--- src/rtl/core/brss_pkg.sv ---
// ----------------------------------------------------------------------------
// brss_pkg
// Shared types and constants of the block range-sum store: command format
// passed from the front end to the back end, and the back-end state codes.
// ----------------------------------------------------------------------------
`timescale 1ns / 1ps

package brss_pkg;

	localparam int POS_W        = 10;
	localparam int DELTA_W      = 16;
	localparam int SUM_W        = 32;
	localparam int DEPTH_DEF    = 1024;
	localparam int BLK_SIZE_DEF = 32;
	localparam int QDEPTH       = 2;
	localparam int QAW          = $clog2(QDEPTH);

	typedef enum logic [1:0] {
		KIND_ADD,
		KIND_QUERY,
		KIND_ZERO
	} brss_kind_t;

	// idx_a is the add position or the query low index, idx_b the clamped high index
	typedef struct packed {
		brss_kind_t                 kind;
		logic [POS_W-1:0]           idx_a;
		logic [POS_W-1:0]           idx_b;
		logic signed [DELTA_W-1:0]  delta;
	} brss_cmd_t;

	typedef enum logic [2:0] {
		BK_CLEAR,
		BK_IDLE,
		BK_ADD_RD,
		BK_ADD_WR,
		BK_QRY,
		BK_QFIN
	} brss_state_t;

endpackage

--- src/rtl/core/brss_queue.sv ---
// ----------------------------------------------------------------------------
// brss_queue
// Short command queue between the front end and the back end.
// ----------------------------------------------------------------------------
`timescale 1ns / 1ps

module brss_queue (
	input  logic                clk,
	input  logic                arst_n,
	input  logic                push,
	input  brss_pkg::brss_cmd_t push_cmd,
	output logic                full,
	input  logic                pop,
	output logic                empty,
	output brss_pkg::brss_cmd_t head
);
	import brss_pkg::*;

	brss_cmd_t        slot_q [QDEPTH];
	logic [QAW-1:0]   wr_q;
	logic [QAW-1:0]   rd_q;
	logic [QAW:0]     cnt_q;

	assign full  = cnt_q == (QAW+1)'(QDEPTH);
	assign empty = cnt_q == '0;
	assign head  = slot_q[rd_q];

	always_ff @(posedge clk or negedge arst_n) begin
		if (!arst_n) begin
			wr_q  <= '0;
			rd_q  <= '0;
			cnt_q <= '0;
		end else begin
			if (push) begin
				wr_q <= (32'(wr_q) == QDEPTH - 1) ? '0 : wr_q + 1'b1;
			end
			if (pop) begin
				rd_q <= (32'(rd_q) == QDEPTH - 1) ? '0 : rd_q + 1'b1;
			end
			if (push && !pop) begin
				cnt_q <= cnt_q + 1'b1;
			end else if (pop && !push) begin
				cnt_q <= cnt_q - 1'b1;
			end
		end
	end

	always_ff @(posedge clk) begin
		if (push) begin
			slot_q[wr_q] <= push_cmd;
		end
	end

	a_no_overflow: assert property (@(posedge clk) disable iff (!arst_n)
		push |-> !full) else $error("queue push while full");
	a_no_underflow: assert property (@(posedge clk) disable iff (!arst_n)
		pop |-> !empty) else $error("queue pop while empty");
	a_cnt_range: assert property (@(posedge clk) disable iff (!arst_n)
		32'(cnt_q) <= QDEPTH) else $error("queue count out of range");

endmodule

--- config.mk ---
export PLATFORM = sky130hd
export DESIGN_NAME = brss_queue
export DESIGN_NICKNAME = d
export VERILOG_FILES = /design/src/rtl/core/brss_pkg.sv /design/src/rtl/core/brss_queue.sv
export SDC_FILE = /design/constraint.sdc
export NUM_CORES = 1
export LEC_CHECK = 0
export BUFFER_PORTS_ARGS = -buffer_cell sky130_fd_sc_hd__buf_2
export CAP_MARGIN = 20
export CORE_ASPECT_RATIO = 0.5
export CORE_MARGIN = 2
export CORE_UTILIZATION = 30
export CTS_BUF_LIST = sky130_fd_sc_hd__clkbuf_8 sky130_fd_sc_hd__clkbuf_16
export DETAILED_ROUTE_END_ITERATION = 10
export MAX_ROUTING_LAYER = met4
export SYNTH_ARGS = -nofsm -noshare
export SYNTH_HDL_FRONTEND = slang
export SYNTH_SLANG_ARGS = --single-unit
--- constraint.sdc ---
create_clock -name clk -period 3.15 [get_ports clk]
set_input_delay 0.4725 -clock clk [delete_from_list [all_inputs] [get_ports clk]]
set_output_delay 0.4725 -clock clk [all_outputs]
set_load 0.1 [all_outputs]
Word level (Yosys, flattened, before mapping)
Memory sizes are Yosys's and may differ from the RTL's. Cells that the tools add are included. Widths: inputs -> output; s select.

Reductions and logical operators: 6. Eq/ne operators: 1. Mux-type cells: 6. Add/sub/neg operators: 4.

Operators with widths (count): $mux 1 (4); $mux 2 (2); $add 1x1->1 const B (2); $add 2x1->2 const B (1); $eq 2x2->1 const B (1); $logic_and 1x1->1 (2); $logic_not 1->1 (2); $logic_not 2->1 (1); $reduce_bool 2->1 (1); $sub 2x1->2 const B (1).

Memories kept: 1. Output and inout port bits: 40. Register bits: 4. Memory bits (writable): 76. Input port bits: 42. Logic and storage cells: 21.

Memory list: slot_q (words 2, width 38, read ports 1, clocked after Yosys merged registers in 0, wr ports 1, RTL line brss_queue.sv:19) `brss_cmd_t slot_q [QDEPTH];`.

Longest topological paths before layout
Depth in word-level cells: 4. Gate-level depth with buffers: 5. Mapped depth without buffers: 5.

Least setup slack after synthesis
No wires, ideal clock.

Path kind: input port to flip-flop. Start point: input port push. End point: memory slot_q[0][0] (netlist name), enable pin. Stages: 1. Arrival time: 2.176 ns. Setup time: 0.438 ns. Required time: 2.712 ns. Buffers on the path: 0. Slack: 0.536 ns. Cell sequence: nor2b_1.

Cells in the longest elaborated chain, start to end: 2.

Ends and longest elaborated chain: start: declaration (RTL line brss_queue.sv:10) `input logic push,`; $mux 1 (RTL line brss_queue.sv:49) `if (push) begin`; $mux 1 (not written as such) (RTL line brss_queue.sv:50) `slot_q[wr_q] <= push_cmd;`; end: declaration (RTL line brss_queue.sv:19).

Every way passes these cells.

==> summary.md <==
| Metric | Value |
|---|---|
| GR Util All Layers | `0.101` |
| Max_cap viols | `0` |
| RSZ-0062 raised after global routing | `false` |
| Skew-Pair Late Insertion Delay | `0.32 ns` |
| Final wirelength | `approximately 5300 um` |
| Synth top area cells | `edfxtp_1 (77%), mux2_2 (11%), mux2_4 (5.0%), dfrtp_1 (3.4%), xor2_1 (1.2%)` |
| First-pass GRT wire length | `between 7000 and 8000 um` |
| IO buf count | `slightly above 80` |
| Mapped cell area | `2980 um2` |
| Leading cell type by number of instances after synthesis | `edfxtp_1` |
| Crit path time final | `roughly 2.3 ns` |
| DRC Markers | `0` |
| Vias/cell | `~4` |
| Avg Cell Area, Syn | `between 20 and 25 um2` |
| Post-synth top area cell | `edfxtp_1` |
| Vias in the first global route | `1563` |
| R2r startpoint | `wr_q$_DFFE_PN0P_` |
| Initial Util | `0.312` |
| # diodes | `0` |
| DIE HEIGHT | `74.4 um` |
| Hold path startpoint | `push_cmd[20]` |
| Critical path startpoint category | `flop` |
| Post-synth EDFFs | `76` |
| CTS resizes | `0` |
| Worst EP arrival | `1.87 ns` |
| Status | `finished clean` |
| Clock skew | `just under 0.004 ns` |
| Netlist cell types | `14` |
| Worst-margin pin slew | `0.909 ns` |
| DP Wirelength | `3550 um` |
| Clk pin slew, worst setup/hold paths | `approximately 0.06 ns` |
| Max-slew violations | `0` |
| Post-Syn Nets | `between 150 and 200` |
| WL/cell | `14.5 um` |
| Placer congestion estimate | `0.702` |
| CP required | `2.68 ns` |
| Worst-path maximum fanout | `38` |
| RR Endpoint | `slot_q[1][1]$_DFFE_PP_` |
| Setup CP Type | `flop to primary output` |
| R2R Setup Slk | `1.56 ns` |
| Top Layer Used | `met4` |
| Initial antenna violation count | `0` |
| Ys flop type | `edfxtp_1` |
| Setup_tns | `0 ns` |
| Fin. Hold Viols | `0` |
| Detailed Route Iter0 Violations | `approximately 100` |
| Final period util | `0.744` |
| #FFs+latches synth | `80` |
| Grt ovf | `0` |
| Die outline width | `about 140 um` |
| R2R depth | `1` |
| Core area | `roughly 9500 um2` |
| Root buf cell | `clkbuf_16` |
| Nets | `about 270` |
| Met1 WL | `around 2100 um` |
| Vias | `between 1000 and 1500` |
| Met3 wire len | `between 150 and 200 um` |
| Die ar. | `10800 um2` |
| YS warnings | `0` |
| F_max | `427 MHz` |
| Ports placed on the boundary | `82` |
| First-pass DRT Iterations | `4` |
| Leading cell types by count after synthesis | `edfxtp_1 (76), mux2_2 (28), mux2_4 (10)` |
| Pin count of the biggest net entering global routing | `39` |
| H-tree depth | `3` |
| Met2 wire length | `2890 um` |
| Share of cells above drive strength 1 | `0.598` |
| Layout area overhead | `27.8%` |
| Sequential element share of the synthesized area | `0.801` |
| Clock buffer depth | `2` |
| Inserted Clock Buffers | `9` |
| Antenna-violating nets left | `0` |
| Max_slew headroom | `0.394` |
| Site Rows | `25` |
| Hold path depth | `1` |
| Hold Path Sink | `slot_q[0][20]$_DFFE_PP_` |
| Clock net sink count | `80` |
| Mapped Cells | `134` |
| TritonCTS clock tree | `done` |
| HP Class | `input port to flop` |
| Final setup fails | `0` |
| Ys async rst share | `0.0500` |
| Crit path capture type | `primary output` |
| Post-synth top area share | `0.767` |
-- cell type report --
cell class	count	area (um2)
clock buffer	9	225
sequential	80	2380
multi-input combinational	49	557
timing repair buffer	84	430
inverter	1	3.75
tap	135	169
clock inverter	6	35.0
fill	886	5740
-- flip-flops by register name, indices dropped and copies added, names as in the netlist --
name    cells
slot_q     76
rd_q        1
wr_q        1
cnt_q       2
-- cells by family after synthesis --
logic type / Yosys count / share of synthesized area
flip-flops: 80 / 0.801
buffers and inverters: 5 / 0.0151
AND/OR/NAND/NOR: 5 / 0.00883
multiplexers: 38 / 0.156
XOR/XNOR: 5 / 0.0147
adder cells (fa/ha/maj): 1 / 0.00420
-- placed cells by master, fill, tap and decap left out, drive strengths merged --
master       netlist  routed
xnor2              1       1
ha                 1       1
edfxtp            76      76
buf                4      83
clkbuf             0       9
dfrtp              4       4
and2               1       1
nor2b              2       2
dlygate4sd3        0       1
xor2               4       4
mux2              38      38
inv                1       3
nor2               2       2
clkinv             0       4
-- critical path, stage by stage (launching register included) --
cell and delay (ns):
dfrtp_2 0.37, buf_4 0.47, mux2_2 0.40, buf_2 0.29
-- metrics by stage --
stage          hold WS [ns]  std cells  setup WS, ns  utilization  instance area (um2)
2_1_floorplan         0.177        134         0.536            -                 2980
3_3_place_gp          0.282        348          1.16        0.370                 3530
3_5_place_dp          0.287        348          1.14        0.370                 3530
4_1_cts               0.321        364         0.775        0.399                 3800
5_1_grt               0.317        364         0.718        0.399                 3800
6_report              0.335        364         0.806        0.399                 3800
-- metal layers --
layer / track usage / vias to the layer above
li1: - / 705
met4: 0.0388 / 0
met1: 0.101 / 728
met2: 0.182 / 28
met3: 0.0393 / 5
met5: - / -
-- what timing repair did --
item,4_1_cts,5_1_grt
setup buffers,0,0
hold buffers,1,0
endpoints found under the hold margin,4,0
-- worst max path at each step --
stage | from | endpoint | slack, ns | cells past startpoint
final | rd_q$_DFFE_PN0P_ | head[35] | 0.81 | 3
after global routing | rd_q$_DFFE_PN0P_ | head[8] | 0.72 | 3
after CTS | rd_q$_DFFE_PN0P_ | head[35] | 0.78 | 3
after detailed placement | rd_q$_DFFE_PN0P_ | head[16] | 1.14 | 3
after global placement | rd_q$_DFFE_PN0P_ | head[16] | 1.16 | 3
after floorplan | push | slot_q[0][0]$_DFFE_PP_ | 0.54 | 1
Power is not shown: default switching activity piles up to over one toggle a cycle in this logic, so the estimate is an artifact.
