===== config.mk =====
export PLATFORM = sky130hd
export DESIGN_NAME = brss_front
export DESIGN_NICKNAME = d
export VERILOG_FILES = /design/src/rtl/core/brss_pkg.sv /design/src/rtl/core/brss_front.sv
export SDC_FILE = /design/constraint.sdc
export NUM_CORES = 1
export LEC_CHECK = 0
export BUFFER_PORTS_ARGS = -buffer_cell sky130_fd_sc_hd__buf_4
export CORE_MARGIN = 1
export CORE_UTILIZATION = 51
export CTS_BUF_LIST = sky130_fd_sc_hd__clkbuf_8
export DETAILED_ROUTE_END_ITERATION = 6
export PLACE_DENSITY = 0.89
export SLEW_MARGIN = 20
export SYNTH_ARGS = -nofsm -noshare
export SYNTH_HDL_FRONTEND = slang
export SYNTH_SLANG_ARGS = --single-unit

===== constraint.sdc =====
create_clock -name clk -period 5.9 [get_ports clk]
set_input_delay 0.295 -clock clk [delete_from_list [all_inputs] [get_ports clk]]
set_output_delay 0.295 -clock clk [all_outputs]
set_load 0.01 [all_outputs]

===== src/rtl/core/brss_pkg.sv =====
// ----------------------------------------------------------------------------
// brss_pkg
// Shared types and constants of the block range-sum store: command format
// passed from the front end to the back end, and the back-end state codes.
// ----------------------------------------------------------------------------
`timescale 1ns / 1ps

package brss_pkg;

	localparam int POS_W        = 10;
	localparam int DELTA_W      = 16;
	localparam int SUM_W        = 32;
	localparam int DEPTH_DEF    = 1024;
	localparam int BLK_SIZE_DEF = 32;
	localparam int QDEPTH       = 2;
	localparam int QAW          = $clog2(QDEPTH);

	typedef enum logic [1:0] {
		KIND_ADD,
		KIND_QUERY,
		KIND_ZERO
	} brss_kind_t;

	// idx_a is the add position or the query low index, idx_b the clamped high index
	typedef struct packed {
		brss_kind_t                 kind;
		logic [POS_W-1:0]           idx_a;
		logic [POS_W-1:0]           idx_b;
		logic signed [DELTA_W-1:0]  delta;
	} brss_cmd_t;

	typedef enum logic [2:0] {
		BK_CLEAR,
		BK_IDLE,
		BK_ADD_RD,
		BK_ADD_WR,
		BK_QRY,
		BK_QFIN
	} brss_state_t;

endpackage


===== src/rtl/core/brss_front.sv =====
// ----------------------------------------------------------------------------
// brss_front
// Input stage: registers an accepted item, clamps the query range against
// the table depth and turns the item into a command for the back end.
// ----------------------------------------------------------------------------
`timescale 1ns / 1ps

module brss_front #(
	parameter int DEPTH = brss_pkg::DEPTH_DEF
) (
	input  logic                               clk,
	input  logic                               arst_n,
	input  logic                               hold,
	input  logic                               start,
	output logic                               busy,
	input  logic                               req_type,
	input  logic [brss_pkg::POS_W-1:0]         position,
	input  logic signed [brss_pkg::DELTA_W-1:0] delta,
	input  logic [brss_pkg::POS_W-1:0]         range_low,
	input  logic [brss_pkg::POS_W-1:0]         range_high,
	output logic                               push,
	output brss_pkg::brss_cmd_t                push_cmd,
	input  logic                               full
);
	import brss_pkg::*;

	logic                       v_s1;
	logic                       req_s1;
	logic [POS_W-1:0]           pos_s1;
	logic signed [DELTA_W-1:0]  delta_s1;
	logic [POS_W-1:0]           lo_s1;
	logic [POS_W-1:0]           hi_s1;
	logic [POS_W-1:0]           hi_cl;
	logic                       accept;
	logic                       keep;

	assign busy   = hold || (v_s1 && full);
	assign accept = start && !busy;

	always_ff @(posedge clk or negedge arst_n) begin
		if (!arst_n) begin
			v_s1 <= 1'b0;
		end else if (accept) begin
			v_s1 <= 1'b1;
		end else if (v_s1 && !full) begin
			v_s1 <= 1'b0;
		end
	end

	always_ff @(posedge clk) begin
		if (accept) begin
			req_s1   <= req_type;
			pos_s1   <= position;
			delta_s1 <= delta;
			lo_s1    <= range_low;
			hi_s1    <= range_high;
		end
	end

	// high index past the table end is pulled back to the last entry
	assign hi_cl = (32'(hi_s1) >= 32'(DEPTH)) ? POS_W'(DEPTH - 1) : hi_s1;

	always_comb begin
		push_cmd.idx_a = pos_s1;
		push_cmd.idx_b = hi_cl;
		push_cmd.delta = delta_s1;
		push_cmd.kind  = KIND_ADD;
		keep           = 1'b1;
		if (!req_s1) begin
			// an add beyond the table is dropped
			keep = 32'(pos_s1) < 32'(DEPTH);
		end else if ((32'(lo_s1) >= 32'(DEPTH)) || (lo_s1 > hi_cl)) begin
			push_cmd.kind  = KIND_ZERO;
			push_cmd.idx_a = lo_s1;
		end else begin
			push_cmd.kind  = KIND_QUERY;
			push_cmd.idx_a = lo_s1;
		end
	end

	assign push = v_s1 && !full && keep;

endmodule


### Word-level counts from Yosys, hierarchy flattened

Index checks and enable logic that the tools add are counted.

* bits in registers: 48
* input port bits: 52
* output and inout port bits: 40
* word-level logic and storage cells: 18

* $lt $le $gt $ge: 1
* muxes and demuxes: 4
* reductions and logical operators: 7

Operators by type and width (count)
* $mux 12: 2
* $gt 10x10->1: 1
* $logic_and 1x1->1: 3
* $logic_not 1->1: 2
* $mux 1: 2
* $reduce_bool 2->1: 1
* $logic_or 1x1->1: 1

### Longest topological paths before layout

Gate-level depths: netlist of the first run.

* word-level depth: 5
* depth in mapped cells: 6
* mapped depth without buffers: 6

### Least setup slack after synthesis of the first run

No wires, ideal clock.

* kind: reg2reg
* from: register v_s1
* to: register delta_s1[0], enable pin
* setup time: 410 ps
* data arrival time: 1688 ps
* slack: 3802 ps
* stages on the path, launching flop included: 3
* path buffers: 0
* period minus slack after synthesis: 2098 ps
* path through: dfrtp_1 -> a21oi_1 -> and2_1

* cells in the longest elaborated chain, start to end: 4

RTL lines
* start, declared: RTL line brss_front.sv:27 `logic v_s1;`
* start signal, assigned: RTL line brss_front.sv:42 `v_s1 <= 1'b0;`
* start signal, assigned: RTL line brss_front.sv:44 `v_s1 <= 1'b1;`
* start signal, assigned: RTL line brss_front.sv:46 `v_s1 <= 1'b0;`
* $logic_and 1x1->1: RTL line brss_front.sv:37 `assign busy = hold || (v_s1 && full);`
* $logic_or 1x1->1: RTL line brss_front.sv:37
* $logic_not 1->1: RTL line brss_front.sv:38 `assign accept = start && !busy;`
* $logic_and 1x1->1: RTL line brss_front.sv:38
* via accept: RTL line brss_front.sv:34 `logic accept;`
* end signal, assigned: RTL line brss_front.sv:54 `delta_s1 <= delta;`
* end, declared: RTL line brss_front.sv:30 `logic signed [DELTA_W-1:0] delta_s1;`

The timed path passes the listed nets, and every way through them passes these cells.
A chain may end at the register's enable or synchronous reset.

==> results of run 1 <==
[cell usage after synthesis]
library cell                count
sky130_fd_sc_hd__edfxtp_1      47
sky130_fd_sc_hd__inv_1         12
sky130_fd_sc_hd__ha_1          10
sky130_fd_sc_hd__mux2_2        10
sky130_fd_sc_hd__a21oi_1        3
sky130_fd_sc_hd__nand2_1        3
sky130_fd_sc_hd__a21o_1         2
sky130_fd_sc_hd__nor2_1         2
sky130_fd_sc_hd__o21ai_1        2
sky130_fd_sc_hd__a2111oi_2      1
sky130_fd_sc_hd__a21oi_2        1
sky130_fd_sc_hd__and2_1         1
sky130_fd_sc_hd__and3_1         1
sky130_fd_sc_hd__buf_2          1
sky130_fd_sc_hd__dfrtp_1        1
sky130_fd_sc_hd__nand2_2        1
sky130_fd_sc_hd__nand4_1        1
sky130_fd_sc_hd__nor2b_1        1
sky130_fd_sc_hd__nor3_2         1
sky130_fd_sc_hd__nor4b_1        1
sky130_fd_sc_hd__o31a_1         1
[report_power, final]
group	internal, mW	switching [mW]
sequential	0.393	0.00716
clock	0.0798	0.101
combinational	0.0488	0.0349
[final timing paths]
check,startpoint,to,slack [ps],cells past startpoint
worst max-delay path,lo_s1[9],push_cmd[37],3690,6
worst min-delay path,delta[13],delta_s1[13],170,1
worst max register to register,v_s1,hi_cl[8],4060,2
worst min register to register,v_s1,v_s1,540,1
max in group asynchronous,arst_n,v_s1,5500,2
min in group asynchronous,arst_n,v_s1,320,2
[routing by layer]
| layer | global-route usage, % | wire length (um) |
|---|---|---|
| met1 | 20.0 | 1340 |
| met2 | 37.4 | 2060 |
| met3 | 10.2 | 436 |
| met4 | 9.59 | 89 |
| met5 | 0 | 0 |
[stage by stage]
stage	std cells	total power [mW]	worst slack [ps]
CTS	248	0.671	3660
floorplan	103	0.438	3800
finish	248	0.665	3690
detailed placement	239	0.492	4000
global route	248	0.690	3470
global placement	239	0.487	4020
[flip-flops by register name (all words and copies together), names as in the netlist]
name / flops
delta_s1: 16
hi_cl: 10
lo_s1: 10
pos_s1: 10
req_s1: 1
v_s1: 1
[layout make-up]
class / count / area share, %
Timing Repair Buffer: 92 / 25.7
Clock buffer: 5 / 2.55
Tap cell: 46 / 2.14
Multi-Input combinational cell: 42 / 14.1
Clock inverter: 3 / 0.464
Sequential cell: 48 / 53.3
Inverter: 12 / 1.67
[kinds of logic (layout without fill, tap and decap cells)]
group                    count (synthesis)  count (layout)
flip-flops                              48              48
AND/OR/NAND/NOR                         12              12
AO/OA/AOI/OAI                           10              10
adder cells (fa/ha/maj)                 10              10
multiplexers                            10              10
buffers and inverters                   13             112
[worst register-to-register path: cells and delay by family, from the launching register on]
family	cells	cell delay, ps
simple gates	1	870
compound gates	1	170
flops	1	410
==> results.txt, run 1 <==
* Cell leakage power: 1.17 nW
- Resized Gates After CTS: 0
* Router iterations before antenna repair: 4
* Leading area contributor after synthesis: sky130_fd_sc_hd__edfxtp_1
- Once the floorplan was initialized, standard cells occupied 54.6% of the core.
- After clock tree synthesis, the clock-pin slew on the worst setup and hold paths is 80 ps.
- On the final layout, the worst hold slack is 166 ps.
* Num rows: 21
- The clock passes through at most 2 buffers.
* Multiplexer share of the synthesized area: 6.04%
* WP data arrival: 1910 ps
- STA classifies the critical path endpoint as a primary output.
* Height of the chip: 62.5 um
- Timing-limited maximum frequency: 0.453 GHz
* Avg Cell Area, Syn: 18.1 um^2
* Run status: complete, no violations
- The largest individual stage delay along the critical path comes from the cell sky130_fd_sc_hd__edfxtp_1.
- Largest family of logic cells by synthesized area: adder cells
* Area occupied by multi-input gates: 380 um^2
- The worst path uses 37.4% of the clock period.
- Least-Margin Pin Slew: 1040 ps
- The number of antenna violations at the first check in global routing came to 0.
* Number of setup buffers added after CTS: 0
- During I/O placement, the number of pins put on the boundary was 92.
* Most used cells in the layout excluding fill and tap cells: sky130_fd_sc_hd__buf_4, sky130_fd_sc_hd__edfxtp_1, sky130_fd_sc_hd__inv_1
- The clock reaches the later pin of the worst-skew pair after 300 ps.
* Total routing resource utilization after global routing: 21.0%
- Peak VDD IR: 215 uV
* Number of nets in the layout: 263
* Clock buffers created by TritonCTS: 5
* Count of final hold-check violations: 0
- Remaining design rule violation count: 0
* Synth Cell Area: 0.00187 mm^2
* Final worst clock skew: 5.16 ps
- Among cell families on the critical path, the largest total delay comes from simple AND/OR/NAND/NOR gates.
* Final cell area excluding filler cells: 0.00269 mm^2
- In this run, synthesis produced a sequential element count of 48.
* Total half-perimeter wirelength after legalization and detailed placement: 2940 um
- The synthesized netlist devotes 3.69% of its cell area to simple gates.
- Antenna Diode Count: 0
- Along the worst path, the maximum fanout reaches 3.
* Setup Viol. Count Final: 0
- The Yosys step of the flow raised 0 warnings.
- The critical path is of the reg2out type.
- The number of different library cells used by synthesis comes to 21.
* Buffering stage count on the worst path with inverters included: 1
* Top cells by area, synth: sky130_fd_sc_hd__edfxtp_1, sky130_fd_sc_hd__ha_1, sky130_fd_sc_hd__mux2_2, sky130_fd_sc_hd__inv_1, sky130_fd_sc_hd__dfrtp_1
- Number of global-route vias before repair: 1,335
* CTS H-Tree Depth: 2
* Post-synthesis xor/xnor area fraction: 0%
* Post-route setup TNS: 0 ps
- For this block, the via count after detailed routing is 1,230.
- Summing all flip-flop and latch instances after layout gives 0.00144 mm^2.
- Net count after synthesis: 165
- Gr ovfl total: 0
- Dividing the detail-routed via count by the number of cells gives 4.96.
* Most common library cell in the layout ignoring fill and taps: sky130_fd_sc_hd__buf_4
* Crit-path max cell delay: 400 ps
- The detailed router finished its first iteration with 14 violations.
* Share of the synthesized area in compound gates (AO/OA/AOI/OAI): 3.89%
- The critical path goes through ha_1 -> nand2_2 -> o21ai_1 -> nor2_1 -> nor4b_1 -> buf_4.
* Total of buffers placed on input and output ports: 91
- The worst setup path is launched from a register.
* Utilization after layout: 78.9%
- In this run the clock root is driven by a sky130_fd_sc_hd__clkbuf_8.
- The area growth from synthesis to layout is 44.4%.
* Setup repair after global routing missed its margin: no
- Filler cell count in the final layout: 200
- The first global-routing pass estimated 5980 um of wire.
* Type of the worst min-delay path: in2reg
- WP data required: 5610 ps
- The count of nets left with antenna violations once routing finished came out at 0.
- Routability Congestion: 0.784
- Max-capacitance violation count: 0
- The core region is 0.00342 mm^2.
- Final wirelength: 3930 um
- Total number of clock tree sinks: 48
- Ratio of cells with drive above 1 in the final layout: 55.4%
- Cell area reported after detailed placement: 0.00260 mm^2
- Fraction of the yosys area taken by sequential cells: 77.0%
- Die width: 62.5 um
- Entering global routing, the biggest net connects 49 pins.
* Post-synth top area share: 75.7%
- The smallest clock period supported by the final layout is computed as 2210 ps.
- Hold-fix buffers at CTS: 1
- The floorplan step defined a die boundary enclosing 0.00390 mm^2.
- Max-slew violation total from the final report: 0
* Worst max-slew margin expressed relative to the limit: 30.7%
- For this design the ratio of total power to cell area is 247 mW/mm^2.
- TritonCTS built the clock tree.
- Adder-cell area share of the yosys netlist: 6.71%
- Detailed-route wire length per cell: 15.8 um
* Cell count after synthesis: 103
No activity file was read; power rests on OpenSTA's default activity.
==> run 2, diff against run 1 <==
--- a/config.mk
+++ b/config.mk
@@ -7,10 +7,10 @@
 export LEC_CHECK = 0
 export BUFFER_PORTS_ARGS = -buffer_cell sky130_fd_sc_hd__buf_4
 export CORE_MARGIN = 1
-export CORE_UTILIZATION = 51
+export CORE_UTILIZATION = 47
 export CTS_BUF_LIST = sky130_fd_sc_hd__clkbuf_8
 export DETAILED_ROUTE_END_ITERATION = 6
-export PLACE_DENSITY = 0.89
+export PLACE_DENSITY = 0.83
 export SLEW_MARGIN = 20
 export SYNTH_ARGS = -nofsm -noshare
 export SYNTH_HDL_FRONTEND = slang
==> constraint.sdc (replaced) <==
create_clock -name clk -period 2.2 [get_ports clk]
set_input_delay 0.11 -clock clk [delete_from_list [all_inputs] [get_ports clk]]
set_output_delay 0.11 -clock clk [all_outputs]
set_load 0.01 [all_outputs]
==> results.txt, run 2 (same netlist as run 1, synthesis figures left out) <==
- Run status: complete, no violations
- Count of final hold-check violations: 0
- Reg clk slew, reported paths: 90 ps
* Register with the most flip-flops: delta_s1
- Number of nets in the layout: 311
- During placement, the flow inserted port buffers numbering 91.
- The via count of the first global-routing pass is 1,672.
- Placed cells: 242
- The number of antenna violations at the first check in global routing came to 0.
- Once the floorplan was initialized, standard cells occupied 49.8% of the core.
* Ratio of cells with drive above 1 in the final layout: 46.4%
- The finished layout holds 298 standard cells, fillers aside.
- The critical path is of the reg2out type.
- Dividing total power by cell area gives a power density of 629 mW/mm^2.
- In the routed layout, each cell is associated on average with a via count of 4.98.
- Worst max-slew margin expressed relative to the limit: 62.2%
* Number of top-level design ports: 92
- The path class of the tightest hold or removal check is in2reg.
- Setup repair after global routing could not meet its margin everywhere.
- Remaining design rule violation count: 0
- Counting along the longest clock path gives a buffer depth of 2.
* Fraction of the cycle the final worst path needs: 96.6%
- The floorplan step defined a die boundary enclosing 0.00423 mm^2.
* Cell leakage power: 1.39 nW
* Total half-perimeter wirelength after legalization and detailed placement: 2910 um
* Clock buffers created by TritonCTS: 5
- In this run the post-CTS setup repair buffer count came out at 0.
* Antenna Diode Count: 0
* Global-route met1 utilization: 31.5%
- Overall power consumption: 2.04 mW
- Detailed-route wire length per cell: 19.3 um
* Filler cell count in the final layout: 165
* Global-route wire length before repair: 8670 um
- Final Critical Period: 2130 ps
- Leaving out fill and tap cells, the most frequent cell in the layout is sky130_fd_sc_hd__buf_4.
- Most used cells in the layout excluding fill and tap cells: sky130_fd_sc_hd__buf_4, sky130_fd_sc_hd__dlygate4sd3_1, sky130_fd_sc_hd__edfxtp_1
- Global routing used 12.0% of the available met3 tracks.
- Synthesis-to-layout area growth: 73.8%
- After floorplanning, the core was sized to cover 0.00374 mm^2.
- For the final database, setup skew stands at 7.02 ps.
* Number of DRC markers in iteration 0: 110
- For this block, the routed nets add up to 5740 um of wire.
- Sort of element at the end of the critical path: primary output
- After global routing the overflow that remains totals 0.
- Setup Viol. Count Final: 0
- The register with the most flip-flops in the layout has 16 of them.
- Seq. cell area: 0.00144 mm^2
- Maximum fanout along the worst path: 2
- The kind of cell with the highest combined delay along the critical path is compound AO/OA/AOI/OAI gates.
- Across the run, the number of max-cap violations was 0.
* CP max stage cell: sky130_fd_sc_hd__edfxtp_1
- TritonCTS clock tree: yes
* Die width: 65 um
- At the pin with the least slew margin, the transition time is 566 ps.
- For this run, the total global-route usage over all layers was measured as 30.5%.
- STA puts the critical path data required time at 2090 ps.
- For this run, the slowest stage of the critical path takes 380 ps.
- In this run the vertical extent of the chip is 65 um.
- Timing-limited maximum frequency: 0.470 GHz
- Cell chain of the critical path: inv_1 -> ha_1 -> a21oi_1 -> o21ai_1 -> a2111oi_4 -> o31a_1 -> buf_4
* Later-pin clock latency in the skew report: 310 ps
* GRT busiest layer: met2
- VDD sags by at most 557 uV.
- Summing all multi-input logic gate instances after layout gives 405 um^2.
- Post-route setup TNS: 0 ps
* Total number of clock tree sinks: 48
* Crit path launch type: register
- WP data arrival: 2020 ps
- CTS built an H-tree with a depth of 2.
- Maximum number of pins on one net before global-route repair: 49
- In this run the remaining antenna-violating nets after routing total 0.
* Total via count after detailed routing: 1,485
- Met2 Usage GRT: 53.4%
- Buffering stage count on the worst path with inverters included: 2
- Routability Congestion: 0.707
- Clk root buf: sky130_fd_sc_hd__clkbuf_8
- For this run, the detailed router's first-pass iteration total came to 4.
- The floorplan has 22 rows.
- Max-slew violation total from the final report: 0
[run 2: cell count changes in the layout (fill, tap and decap cells not counted), sizes merged]
cell	previous run	this run
bufinv	0	1
buf	91	92
clkinvlp	0	1
inv	14	12
dlygate4sd3	1	48
[run 2: per-layer routing]
metal | up-vias | wire length [um]
met4 | 0 | 184
li1 | 676 | -
met3 | 16 | 494
met1 | 701 | 2090
met2 | 92 | 2970
met5 | - | 0
[run 2: report_power, final]
group	total (mW)	switching [mW]	internal, mW
registers	1.08	0.0239	1.05
clock network	0.641	0.305	0.336
logic	0.319	0.126	0.193
total	2.04	0.454	1.58
[run 2: worst paths after layout]
| check | slack (ps) | depth (start not counted) | endpoint | start |
|---|---|---|---|---|
| worst max-delay path | 70 | 7 | push_cmd[36] | hi_cl[7] |
| worst min-delay path | 70 | 2 | v_s1 | full |
| worst max register to register | 810 | 3 | lo_s1[0] | v_s1 |
| worst min register to register | 590 | 1 | v_s1 | v_s1 |
| max in group asynchronous | 2020 | 2 | v_s1 | arst_n |
| min in group asynchronous | 100 | 2 | v_s1 | arst_n |
[run 2: timing repair]
action,in CTS,in global routing
resized for setup,0,3
hold buffers,48,0
endpoints found under the setup margin,0,2
endpoints found under the hold margin,48,0
[run 2: metrics by stage]
step / instance area, um^2 / setup slack, ps / hold WS (ps) / util (%)
6_report: 3240 / 74.5 / 65.4 / 86.6
3_3_place_gp: 2630 / 515 / -115 / 70.1
2_1_floorplan: 1870 / 102 / -186 / -
3_5_place_dp: 2630 / 443 / -110 / 70.1
5_1_grt: 3240 / -40.7 / 62.5 / 86.6
4_1_cts: 3220 / 96.4 / 50.2 / 85.9
[run 2: cell type report]
class | instances | area share (%)
Clock buffer | 5 | 2.12
Clock inverter | 3 | 1.31
Inverter | 12 | 1.39
Multi-Input combinational cell | 42 | 12.5
Sequential cell | 48 | 44.3
Tap cell | 48 | 1.85
Timing Repair Buffer | 140 | 36.5
[run 2: worst register-to-register path, stage by stage, from the launching register on]
cell and delay (ps):
sky130_fd_sc_hd__dfrtp_1 420, sky130_fd_sc_hd__a21oi_1 180, sky130_fd_sc_hd__and2_2 200, sky130_fd_sc_hd__buf_12 260
==> run 3, diff against run 2 <==
--- a/config.mk
+++ b/config.mk
@@ -11,6 +11,7 @@
 export CTS_BUF_LIST = sky130_fd_sc_hd__clkbuf_8
 export DETAILED_ROUTE_END_ITERATION = 6
 export PLACE_DENSITY = 0.83
+export REMOVE_ABC_BUFFERS = 1
 export SLEW_MARGIN = 20
 export SYNTH_ARGS = -nofsm -noshare
 export SYNTH_HDL_FRONTEND = slang
==> results.txt, run 3 (same netlist as run 1, synthesis figures left out) <==
* Total via count after detailed routing: 1,449
* Gr ovfl total: 0
* Number of global-route vias before repair: 1,624
* Global-route wire length before repair: 7830 um
- In this run the tool buffered the top-level ports with 91 buffer cells.
- The clock network is responsible for 26.5% of the overall power.
* Max-slew violation total from the final report: 0
- Height of the chip: 65 um
- Once detailed placement completed, the half-perimeter wirelength came to 2880 um.
* Timing-limited maximum frequency: 0.480 GHz
- Total number of clock tree sinks: 48
- The signal on the critical path passes through inv_1 -> ha_1 -> nand4_1 -> nor3_2 -> a2111oi_2 -> o31a_1 -> buf_4.
- Number of antenna violations at the first check in global routing: 0
- Antenna Diode Count: 0
- The register with the most flip-flops in the layout has 16 of them.
- Net switching power figure: 0.423 mW
- The number of placed instances, taps included, is 242.
- The floorplan step defined a die boundary enclosing 0.00423 mm^2.
- Later-pin clock latency in the skew report: 300 ps
- The region available for standard cell placement spans 0.00374 mm^2.
- The clock tree synthesis step divided the H-tree into 2 levels.
- TritonCTS built the clock tree.
- Maximum count of clock buffers along a single path: 2
* Setup repair after global routing missed its margin: yes
- For this run, the share of the core covered by cells in the final layout is 85.3%.
* Filler cell count in the final layout: 193
- Across all hold checks on the routed design, the worst slack comes to 45.6 ps.
- Non-filler instance count after layout: 298
* Final Critical Period: 2090 ps
- Num rows: 22
* Ratio of cells with drive above 1 in the final layout: 45.6%
- Synthesis-to-layout area growth: 71.2%
- Between clock sinks in the finished design, the worst skew comes to 5.86 ps.
- Sort of element at the end of the critical path: primary output
* Number of top-level design ports: 92
- CP max stage cell: sky130_fd_sc_hd__edfxtp_1
- Internal power summed over all cells: 1.46 mW
- Across the run, the number of max-cap violations was 0.
- WP data required: 2090 ps
- Once the floorplan was initialized, standard cells occupied 49.8% of the core.
- Summed over all cells, the static leakage comes to 1.37 nW.
- In the layout the commonest cells are sky130_fd_sc_hd__buf_4, sky130_fd_sc_hd__dlygate4sd3_1, sky130_fd_sc_hd__edfxtp_1.
- Pwr Density: 590 mW/mm^2
- WP data arrival: 1980 ps
* Number of setup buffers added after CTS: 0
* Least-Margin Pin Slew: 521 ps
* Number of nets in the layout: 311
- The critical path is of the reg2out type.
* Peak VDD IR: 533 uV
- Entering global routing, the biggest net connects 34 pins.
- Final cell area excluding filler cells: 0.00319 mm^2
- Router iterations before antenna repair: 4
- Routed vias/inst: 4.86
* Total routing resource utilization after global routing: 26.8%
- The register with the most flip-flops in the final layout is delta_s1.
- In this run the tightest slew margin relative to its limit is 65.3%.
* Setup Viol. Count Final: 0
- The congestion estimate from routability-driven global placement came to 0.687.
- Cell area reported after detailed placement: 0.00263 mm^2
- Reg clk slew, reported paths: 80 ps
* Number of DRC markers in iteration 0: 88
- Crit path launch type: register
- Fraction of the cycle the final worst path needs: 94.8%
- Remaining design rule violation count: 0
- Share of power burned in registers: 57.1%
- Count of final hold-check violations: 0
- After detailed routing, the average wire length per cell comes to 17.5 um.
* Share of total power consumed by net switching: 22.5%
- Run status: complete, no violations
* Most common library cell in the layout ignoring fill and taps: sky130_fd_sc_hd__buf_4
- Clk root buf: sky130_fd_sc_hd__clkbuf_8
- Crit-path max cell delay: 410 ps
* Type of the worst min-delay path: in2reg
- Post-route ant nets: 0
- The die is 65 um wide.
* Clock buffers created by TritonCTS: 5
- Gate power share: 16.5%
- In this run the worst path has a maximum fanout of 2.
* Final wirelength: 5210 um
run 3: timing repair:
item	in CTS	in global routing
resized for setup	0	1
hold endpoints to repair	48	0
endpoints found under the setup margin	0	2
hold buffers	48	0
run 3: stage by stage:
| step | TNS, ps | setup WS (ps) | total power, mW |
|---|---|---|---|
| finish | 0 | 115 | 1.88 |
| global placement | 0 | 523 | 1.31 |
| floorplan | 0 | 102 | 1.17 |
| detailed placement | 0 | 446 | 1.32 |
| global route | -11.4 | -10.7 | 1.96 |
| CTS | 0 | 117 | 1.87 |
run 3: path summary, 6_finish.rpt:
check	startpoint	to	slack, ps	depth (start not counted)
setup / recovery	hi_cl[3]	push_cmd[36]	110	7
hold / removal	full	v_s1	50	2
setup reg to reg	v_s1	lo_s1[4]	600	3
hold reg to reg	v_s1	v_s1	540	1
max in group asynchronous	arst_n	v_s1	1980	2
min in group asynchronous	arst_n	v_s1	140	2
run 3: critical path, delay by kind of cell, from the launching register on:
kind                       cells  cell delay [ps]
AOI/OAI and AO/OA              2              560
and+or+nand+nor                2              200
adders and majority gates      1              330
buffers and inverters          2              190
DFF                            1              410
run 3: power by group through the flow:
stage	registers, mW	logic [mW]	clock network [mW]
floorplan	1.10	0.0737	0
global placement	1.09	0.220	0
detailed placement	1.09	0.229	0
CTS	1.07	0.298	0.501
global route	1.08	0.330	0.551
finish	1.07	0.310	0.498
run 3: per-layer routing:
layer / GRT usage, % / vias to the layer above / part of all wire (%)
li1: - / 674 / -
met1: 28.1 / 682 / 37
met2: 49.6 / 83 / 54
met3: 7.22 / 10 / 7.2
met4: 11.4 / 0 / 2.3
met5: 0 / - / 0
run 3: area by class of cell:
| type | instances | area, um^2 | share of cell area [%] |
|---|---|---|---|
| clock buffers | 5 | 68.8 | 2.16 |
| multi-input cells | 42 | 384 | 12.0 |
| repair buffers | 140 | 1180 | 37.1 |
| flip-flops and latches | 48 | 1440 | 45.0 |
| well taps | 48 | 60.1 | 1.88 |
| clock inverters | 3 | 15.0 | 0.470 |
| inverters | 12 | 45.0 | 1.41 |
